File: src/tnpg_pkg.sv
package tnpg_pkg;

  localparam int QUERY_W       = 32;
  localparam int TRITS_IN_WORD = QUERY_W / 2;
  localparam int RADIUS_W      = 2;

  localparam logic [1:0] TRIT_ZERO = 2'b00;
  localparam logic [1:0] TRIT_POS  = 2'b01;
  localparam logic [1:0] TRIT_NEG  = 2'b10;
  localparam logic [1:0] TRIT_MASK = 2'b11;

  localparam logic OP_START = 1'b0;
  localparam logic OP_NEXT  = 1'b1;

  localparam logic [RADIUS_W-1:0] RADIUS_ZERO = 2'd0;
  localparam logic [RADIUS_W-1:0] RADIUS_ONE  = 2'd1;
  localparam logic [RADIUS_W-1:0] RADIUS_TWO  = 2'd2;

  typedef enum logic [3:0] {
    PH_EXHAUSTED = 4'b0001,
    PH_SINGLE    = 4'b0010,
    PH_FLIP      = 4'b0100,
    PH_PAIR      = 4'b1000
  } phase_t;

  typedef struct packed {
    phase_t phase;
    logic   radius_zero;
    logic   first_choice;
    logic   second_choice;
  } probe_ctl_t;

  function automatic logic trit_nonzero(input logic [1:0] code);
    return ((code & TRIT_MASK) == TRIT_POS) || ((code & TRIT_MASK) == TRIT_NEG);
  endfunction

endpackage

File: src/tnpg_probe_build.sv
module tnpg_probe_build #(
  parameter int POS_W = 4
) (
  input  logic [tnpg_pkg::QUERY_W-1:0] query,
  input  tnpg_pkg::probe_ctl_t         ctl,
  input  logic [POS_W-1:0]             first_pos,
  input  logic [POS_W-1:0]             second_pos,
  output logic [tnpg_pkg::QUERY_W-1:0] probe_word,
  output logic                         probe_valid
);
  import tnpg_pkg::*;

  localparam int IDX_W = 6;

  logic [1:0]       trits [TRITS_IN_WORD];
  logic [IDX_W-1:0] p1;
  logic [IDX_W-1:0] p2;
  logic [1:0]       c1;
  logic [1:0]       c2;
  logic [1:0]       code1;
  logic [1:0]       code2;
  logic             wr1;
  logic             wr2;

  always_comb begin
    for (int i = 0; i < TRITS_IN_WORD; i++) begin
      trits[i] = query[2*i +: 2];
    end
  end

  // positions past the packed word read as zero trits
  assign p1 = IDX_W'(first_pos);
  assign p2 = IDX_W'(second_pos);
  assign c1 = (p1 < IDX_W'(TRITS_IN_WORD)) ? trits[p1[3:0]] : TRIT_ZERO;
  assign c2 = (p2 < IDX_W'(TRITS_IN_WORD)) ? trits[p2[3:0]] : TRIT_ZERO;

  always_comb begin
    wr1   = 1'b0;
    wr2   = 1'b0;
    code1 = TRIT_ZERO;
    code2 = TRIT_ZERO;
    probe_valid = 1'b1;
    unique case (ctl.phase)
      PH_EXHAUSTED: begin
        probe_valid = 1'b0;
      end
      PH_SINGLE: begin
        wr1   = !ctl.radius_zero;
        code1 = trit_nonzero(c1) ? TRIT_ZERO : (ctl.first_choice ? TRIT_NEG : TRIT_POS);
      end
      PH_FLIP: begin
        wr1   = 1'b1;
        code1 = (c1 == TRIT_POS) ? TRIT_NEG : TRIT_POS;
      end
      PH_PAIR: begin
        wr1   = 1'b1;
        wr2   = 1'b1;
        code1 = trit_nonzero(c1) ? TRIT_ZERO : (ctl.first_choice ? TRIT_NEG : TRIT_POS);
        code2 = trit_nonzero(c2) ? TRIT_ZERO : (ctl.second_choice ? TRIT_NEG : TRIT_POS);
      end
      default: begin
        probe_valid = 1'b0;
      end
    endcase
  end

  always_comb begin
    for (int i = 0; i < TRITS_IN_WORD; i++) begin
      probe_word[2*i +: 2] = trits[i];
      if (wr1 && p1 == IDX_W'(i)) begin
        probe_word[2*i +: 2] = code1;
      end
      if (wr2 && p2 == IDX_W'(i)) begin
        probe_word[2*i +: 2] = code2;
      end
    end
    if (!probe_valid) begin
      probe_word = '0;
    end
  end

endmodule

File: src/ternary_neighbor_probe_generator_core.sv
// Channel   Dir  tdata                             tuser
// s_axis    in   [31:0] query_word, [33:32] radius opcode (0 start, 1 next)
// m_axis    out  [31:0] probe_word                 probe_valid
//
// One result beat per input beat, registered; a beat can enter every
// cycle, set by the single output register (s_axis_tready follows m_axis_tready
// while that register is full).
// Next-state logic (step of the walk plus a priority encoder over nonzero trits)
// and probe assembly sit between the state registers and the output register.
// Reset (rst, synchronous) leaves the walk exhausted: a next beat answers invalid.
module ternary_neighbor_probe_generator_core #(
  parameter int N_TRITS = 16
) (
  input  logic        clk,
  input  logic        rst,
  input  logic        s_axis_tvalid,
  output logic        s_axis_tready,
  input  logic [39:0] s_axis_tdata,   // [31:0] query_word, [33:32] radius, rest zero
  input  logic        s_axis_tuser,   // [0] opcode
  output logic        m_axis_tvalid,
  input  logic        m_axis_tready,
  output logic [31:0] m_axis_tdata,   // [31:0] probe_word
  output logic        m_axis_tuser    // [0] probe_valid
);
  import tnpg_pkg::*;

  localparam int POS_W = $clog2(N_TRITS);
  localparam logic [POS_W-1:0] LAST_POS = POS_W'(N_TRITS - 1);
  localparam logic [POS_W-1:0] PEN_POS  = POS_W'(N_TRITS - 2);

  // walk state
  logic [QUERY_W-1:0] held_query, held_query_next;
  logic               radius_zero, radius_zero_next;
  phase_t             phase, phase_next;
  logic [POS_W-1:0]   first_pos, first_pos_next;
  logic [POS_W-1:0]   second_pos, second_pos_next;
  logic               first_choice, first_choice_next;
  logic               second_choice, second_choice_next;

  // output register
  logic               out_valid;
  logic [QUERY_W-1:0] out_sig;
  logic               out_probe_valid;

  logic                in_accept;
  logic                in_start;
  logic [QUERY_W-1:0]  in_query;
  logic [RADIUS_W-1:0] in_radius;
  logic [QUERY_W-1:0]  scan_query;
  logic [N_TRITS-1:0]  nz;
  logic [N_TRITS-1:0]  cand;
  logic                scan_found;
  logic [POS_W-1:0]    scan_idx;

  probe_ctl_t          build_ctl;
  logic [QUERY_W-1:0]  build_sig;
  logic                build_valid;

  assign in_query  = s_axis_tdata[QUERY_W-1:0];
  assign in_radius = s_axis_tdata[QUERY_W +: RADIUS_W];
  assign in_start  = (s_axis_tuser == OP_START);

  assign s_axis_tready = !out_valid || m_axis_tready;
  assign in_accept     = s_axis_tvalid && s_axis_tready;

  // trit classes of the query the walk will use this beat
  assign scan_query = in_start ? in_query : held_query;

  for (genvar j = 0; j < N_TRITS; j++) begin : g_nz
    if (j < TRITS_IN_WORD) begin : g_in
      assign nz[j] = trit_nonzero(scan_query[2*j +: 2]);
    end else begin : g_out
      assign nz[j] = 1'b0;
    end
    // a start scans from trit 0, a flip step from past the current trit
    assign cand[j] = nz[j] && (in_start || (POS_W'(j) > first_pos));
  end

  // lowest nonzero candidate trit
  always_comb begin
    scan_found = 1'b0;
    scan_idx   = '0;
    for (int j = N_TRITS - 1; j >= 0; j--) begin
      if (cand[j]) begin
        scan_found = 1'b1;
        scan_idx   = POS_W'(j);
      end
    end
  end

  always_comb begin
    held_query_next    = held_query;
    radius_zero_next   = radius_zero;
    phase_next         = phase;
    first_pos_next     = first_pos;
    second_pos_next    = second_pos;
    first_choice_next  = first_choice;
    second_choice_next = second_choice;
    if (in_start) begin
      held_query_next    = in_query;
      radius_zero_next   = (in_radius == RADIUS_ZERO);
      first_pos_next     = '0;
      second_pos_next    = '0;
      first_choice_next  = 1'b0;
      second_choice_next = 1'b0;
      if (in_radius == RADIUS_ZERO || in_radius == RADIUS_ONE) begin
        phase_next = PH_SINGLE;
      end else if (in_radius == RADIUS_TWO) begin
        if (scan_found) begin
          phase_next     = PH_FLIP;
          first_pos_next = scan_idx;
        end else begin
          // no nonzero trit: go straight to the pair walk
          phase_next      = PH_PAIR;
          second_pos_next = POS_W'(1);
        end
      end else begin
        phase_next = PH_EXHAUSTED;
      end
    end else begin
      unique case (phase)
        PH_EXHAUSTED: begin
        end
        PH_SINGLE: begin
          if (radius_zero) begin
            phase_next = PH_EXHAUSTED;
          end else if (!nz[first_pos] && !first_choice) begin
            first_choice_next = 1'b1;
          end else begin
            first_choice_next = 1'b0;
            if (first_pos == LAST_POS) begin
              phase_next = PH_EXHAUSTED;
            end else begin
              first_pos_next = first_pos + POS_W'(1);
            end
          end
        end
        PH_FLIP: begin
          if (scan_found) begin
            first_pos_next = scan_idx;
          end else begin
            phase_next         = PH_PAIR;
            first_pos_next     = '0;
            second_pos_next    = POS_W'(1);
            first_choice_next  = 1'b0;
            second_choice_next = 1'b0;
          end
        end
        PH_PAIR: begin
          // inner target, outer target, inner position, outer position
          if (!nz[second_pos] && !second_choice) begin
            second_choice_next = 1'b1;
          end else begin
            second_choice_next = 1'b0;
            if (!nz[first_pos] && !first_choice) begin
              first_choice_next = 1'b1;
            end else begin
              first_choice_next = 1'b0;
              if (second_pos != LAST_POS) begin
                second_pos_next = second_pos + POS_W'(1);
              end else if (first_pos == PEN_POS) begin
                phase_next = PH_EXHAUSTED;
              end else begin
                first_pos_next  = first_pos + POS_W'(1);
                second_pos_next = first_pos + POS_W'(2);
              end
            end
          end
        end
        default: begin
          phase_next = PH_EXHAUSTED;
        end
      endcase
    end
  end

  // probe from the state this beat leaves behind
  assign build_ctl.phase         = phase_next;
  assign build_ctl.radius_zero   = radius_zero_next;
  assign build_ctl.first_choice  = first_choice_next;
  assign build_ctl.second_choice = second_choice_next;

  tnpg_probe_build #(
    .POS_W (POS_W)
  ) u_build (
    .query       (held_query_next),
    .ctl         (build_ctl),
    .first_pos   (first_pos_next),
    .second_pos  (second_pos_next),
    .probe_word  (build_sig),
    .probe_valid (build_valid)
  );

  always_ff @(posedge clk) begin
    if (rst) begin
      held_query    <= '0;
      radius_zero   <= 1'b1;
      phase         <= PH_EXHAUSTED;
      first_pos     <= '0;
      second_pos    <= '0;
      first_choice  <= 1'b0;
      second_choice <= 1'b0;
    end else if (in_accept) begin
      held_query    <= held_query_next;
      radius_zero   <= radius_zero_next;
      phase         <= phase_next;
      first_pos     <= first_pos_next;
      second_pos    <= second_pos_next;
      first_choice  <= first_choice_next;
      second_choice <= second_choice_next;
    end
  end

  always_ff @(posedge clk) begin
    if (rst) begin
      out_valid <= 1'b0;
    end else if (in_accept) begin
      out_valid <= 1'b1;
    end else if (m_axis_tready) begin
      out_valid <= 1'b0;
    end
  end

  always_ff @(posedge clk) begin
    if (in_accept) begin
      out_sig         <= build_sig;
      out_probe_valid <= build_valid;
    end
  end

  assign m_axis_tvalid = out_valid;
  assign m_axis_tdata  = out_sig;
  assign m_axis_tuser  = out_probe_valid;

  // every accepted beat leaves a result beat waiting
  a_accept_gives_result: assert property (@(posedge clk) disable iff (rst)
    in_accept |=> m_axis_tvalid)
    else $error("accepted beat produced no result");

  // an exhausted result carries an all-zero probe
  a_invalid_is_zero: assert property (@(posedge clk) disable iff (rst)
    (m_axis_tvalid && !m_axis_tuser) |-> (m_axis_tdata == '0))
    else $error("invalid probe with nonzero signature");

  // a radius-0 start echoes the query
  a_radius0_echo: assert property (@(posedge clk) disable iff (rst)
    (in_accept && in_start && in_radius == RADIUS_ZERO)
      |=> (m_axis_tuser && m_axis_tdata == $past(in_query)))
    else $error("radius 0 start did not return the query");

  // the pair walk keeps the outer position below the inner one
  a_pair_order: assert property (@(posedge clk) disable iff (rst)
    (phase == PH_PAIR) |-> (first_pos < second_pos))
    else $error("pair walk positions out of order");

endmodule
File: config.mk
export PLATFORM = sky130hd
export DESIGN_NAME = ternary_neighbor_probe_generator_core
export DESIGN_NICKNAME = d
export VERILOG_FILES = /design/src/tnpg_pkg.sv /design/src/tnpg_probe_build.sv /design/src/ternary_neighbor_probe_generator_core.sv
export SDC_FILE = /design/constraint.sdc
export NUM_CORES = 1
export LEC_CHECK = 0
export BUFFER_PORTS_ARGS = -buffer_cell sky130_fd_sc_hd__buf_4
export CORE_MARGIN = 5
export CORE_UTILIZATION = 50
export CTS_CLUSTER_DIAMETER = 80
export CTS_CLUSTER_SIZE = 24
export DETAILED_ROUTE_END_ITERATION = 16
export PLACE_DENSITY = 0.81
export SYNTH_ARGS = -nofsm -noshare
export SYNTH_HDL_FRONTEND = slang
export SYNTH_SLANG_ARGS = --single-unit
File: constraint.sdc
create_clock -name clk -period 5.7 [get_ports clk]
set_input_delay 1.14 -clock clk [delete_from_list [all_inputs] [get_ports clk]]
set_output_delay 1.14 -clock clk [all_outputs]
set_load 0.01 [all_outputs]
==> summary.md <==
| Metric | Value |
|---|---|
| Fin Clk Skew | 0.007255 ns |
| Vias/cell | 6.555 |
| Clk_lat worst skew | 0.35 ns |
| Power Dens Cells | 216.6 nW/um^2 |
| DRT iter0 DRCs | 883 |
| Critical-path top delay cell | o311ai_0 |
| Crit end category | register |
| Seq/Total Area, Yosys | 27.21% |
| Fin. Hold Viols | 0 |
| Core Area | 13990 um^2 |
| Async SR Flop Fraction | 0% |
| Tot Pwr | 1.898 mW |
| Yosys warns | 0 |
| GP Congestion | 0.9979 |
| Worst path cell trace | buf_4 > xnor2_1 > mux4_2 > mux2i_1 > a2111o_1 > nor2_4 > buf_4 > nor2_1 > buf_4 > o311ai_0 > o22ai_1 > buf_12 > mux2i_1 > nor2_1 > a211o_1 > o221ai_1 > ha_1 > nand2_1 > o31ai_2 > buf_4 > buf_12 > mux2i_1 > o22ai_1 |
| Clock Path Buffers | 2 |
| Crit-path leading delay family | compound AO/OA/AOI/OAI gates |
| Vias in the first global route | 7131 |
| Hold Path Class | reg -> reg |
| Remaining antenna violation count | 0 |
| Launch point of the critical path | s_axis_tdata[0] |
| Die Area | 16840 um^2 |
| Least-Margin Pin Slew | 1.152 ns |
| Unrepaired setup endpoints after global routing | no |
| NumNets Final | 1014 |
| Max stage delay on crit path | 0.52 ns |
| Pin count of the biggest net entering global routing | 76 |
| Pleak | 3.569 nW |
| Reg clk slew, reported paths | 0.06 ns |
| Overflow after GRT | 0 |
| Reg-to-Reg Start | first_pos[1] |
| Status | complete, no violations |
| WHS | 0.5134 ns |
| Hold Crit Start | phase[2] |
| EDFF count, synth | 33 |
| VDD IR-drop max | 0.0001509 V |
| Worst Path Max Fanout | 21 |
| DRC errors left | 0 |
| Slew Limit Fails | 0 |
| Final worst-path cycle share | 96.59% |
| Max cap viols | 0 |
| Initial antenna violation count | 0 |
| Post-synth top cells | nand2_1 (123), nor2_1 (71), mux2i_1 (64), dfxtp_1 (48), a21oi_1 (47) |
| H-tree levels | 3 |
| CP dominant cell by count | buf_4 |
| Minimum clock period | 5.505 ns |
| Initial core utilization | 51.28% |
| Post-synth top area cell | edfxtp_1 |
| Vias | 7505 |
| Final instance count without filler cells | 1145 |
| Hold buffer count at cts | 0 |
| Slew Limit Headroom | 22.92% |
| CP Buf/Inv Count | 6 |
| Die width | 129.8 um |
| Number of distinct library cells after synthesis | 83 |
| Largest cells by area after synthesis | edfxtp_1 (14%), dfxtp_1 (13%), mux2i_1 (8.9%) |
| F_max | 181.6 MHz |
| Yosys top cell area share | 13.81% |
| Share of layout cells above drive strength 1 | 26.11% |
| DIE HEIGHT | 129.8 um |
| CTS Buf Count | 9 |
| Most frequent cell after synthesis | nand2_1 |
| Area grow syn2layout | 22.15% |
| Syn Area/Cell | 8.439 um^2 |
| WS Path Type | in -> reg |
| Final WL | 24.38 mm |
| Post-CTS Setup Inserts | 0 |
| Synth Instances | 850 |
| Root Driver | clkbuf_16 |
| Synth Cell Area | 7173 um^2 |
| Drt pass-1 iters | 5 |
| ANT cells | 0 |
| Post-placement cell count | 1129 |
| Top Ports | 80 |
| Final setup vio count | 0 |
| DR WL/cell | 21.29 um |
| First-pass GRT wire length | 38.29 mm |
| # port buffers | 73 |
| GRT Resource Usage Total | 29.10% |
| Post-CTS sizing | 0 |
| Seq cells post-synth | 81 |
| CP Data Arrival Time | 5.58 ns |
| Synthesized Nets | 904 |
| Clock sinks | 81 |
| Row cnt | 43 |
| Crit start category | input pin |
| Dpl hpwl | 18.42 mm |
| Top_reg_cell synth | dfxtp_1 |
| WP data required | 5.77 ns |
| CTS tree | built |
## final cells by class
class | instances | area (um^2)
timing repair buffer | 159 | 1289
inverter | 20 | 77.57
fill | 1186 | 5226
multi-input combinational | 689 | 4925
clock inverter | 7 | 68.82
clock buffer | 9 | 225.2
tap | 180 | 225.2
sequential | 81 | 1952
## power breakdown
group	total [mW]	internal [mW]	switching, mW
Sequential	0.678	0.645	0.0335
Clock	0.591	0.339	0.252
Combinational	0.629	0.283	0.346
Total	1.90	1.27	0.632
## flip-flops by register name (all words and copies together) (netlist names)
name	flops
first_choice	1
first_pos	4
held_query	32
m_axis_tdata	32
m_axis_tuser	1
m_axis_tvalid	1
phase	4
radius_zero	1
second_choice	1
second_pos	4
## cell families after synthesis
group,after synthesis,synth area share (%)
XOR/XNOR,34,4.151
AO/OA/AOI/OAI,237,24.25
multiplexers,105,17.77
flip-flops,81,27.21
AND/OR/NAND/NOR,304,19.99
adder cells (fa/ha/maj),9,1.570
buffers and inverters,80,5.058
## through the flow
| stage | util (%) | TNS (ns) | cell area, um^2 | worst slack [ns] |
|---|---|---|---|---|
| after floorplan | - | 0 | 7184 | 0.07114 |
| after global placement | 60.09 | -1.379 | 8406 | -0.1121 |
| after detailed placement | 60.09 | -1.775 | 8406 | -0.1395 |
| after CTS | 62.19 | 0 | 8700 | 0.1623 |
| after global routing | 62.64 | 0 | 8762 | 0.00001865 |
| final | 62.64 | 0 | 8762 | 0.1946 |
## cells in the final DEF (no fill, tap or decap), types with 4 or more instances in the layout
master     synthesis  final
a31oi_1            9      9
buf_12             0      7
o31ai_1           16     15
o22ai_1           29     29
inv_1             17     17
nor3b_1            4      4
nand3b_1           8      8
a21oi_1           47     47
buf_4              3    150
nand2b_1          10     10
xor2_1            13     13
o211ai_1           4      4
o32ai_1            7      7
a21boi_0           4      4
o21ai_0           23     23
mux4_2            15     15
o311ai_0          10     10
and2_1            11     11
nand2_1          123    123
nor2b_1            9      9
and3_1             6      6
nor4_1             7      7
xnor2_1           21     18
clkbuf_16          0      9
o221ai_1           4      4
dfxtp_1           48     48
mux2i_1           64     64
nand3_1           15     14
nor2_1            71     71
mux2_2            25     25
o21a_1            10     10
nor3_1            20     20
a211o_1            4      4
a211oi_1          21     21
o22ai_2           10     10
edfxtp_1          33     33
ha_1               9      9
nor4b_1            4      4
## metal layers
metal / up-vias / part of all wire (%) / global-route usage (%)
met1: 3540 / 40 / 40.32
met3: 66 / 12 / 6.427
met5: - / 0 / 0
met4: 0 / 4.2 / 11.74
met2: 472 / 44 / 44.28
li1: 3427 / - / -
## final timing paths
check	slack, ns	end	depth (start not counted)
setup reg to reg	0.48	m_axis_tdata[1]	22
setup / recovery	0.19	m_axis_tdata[1]	23
hold / removal	0.51	phase[2]	2
hold reg to reg	0.51	phase[2]	2
## worst register-to-register path: cells and delay by family, from the launching register on
kind	cells	cell delay [ns]
compound gates	8	1.80
buf+inv	6	1.12
mux	3	0.70
flops	1	0.66
simple gates	4	0.40
fa+ha+maj	1	0.28
(Power assumes the default switching activity.)
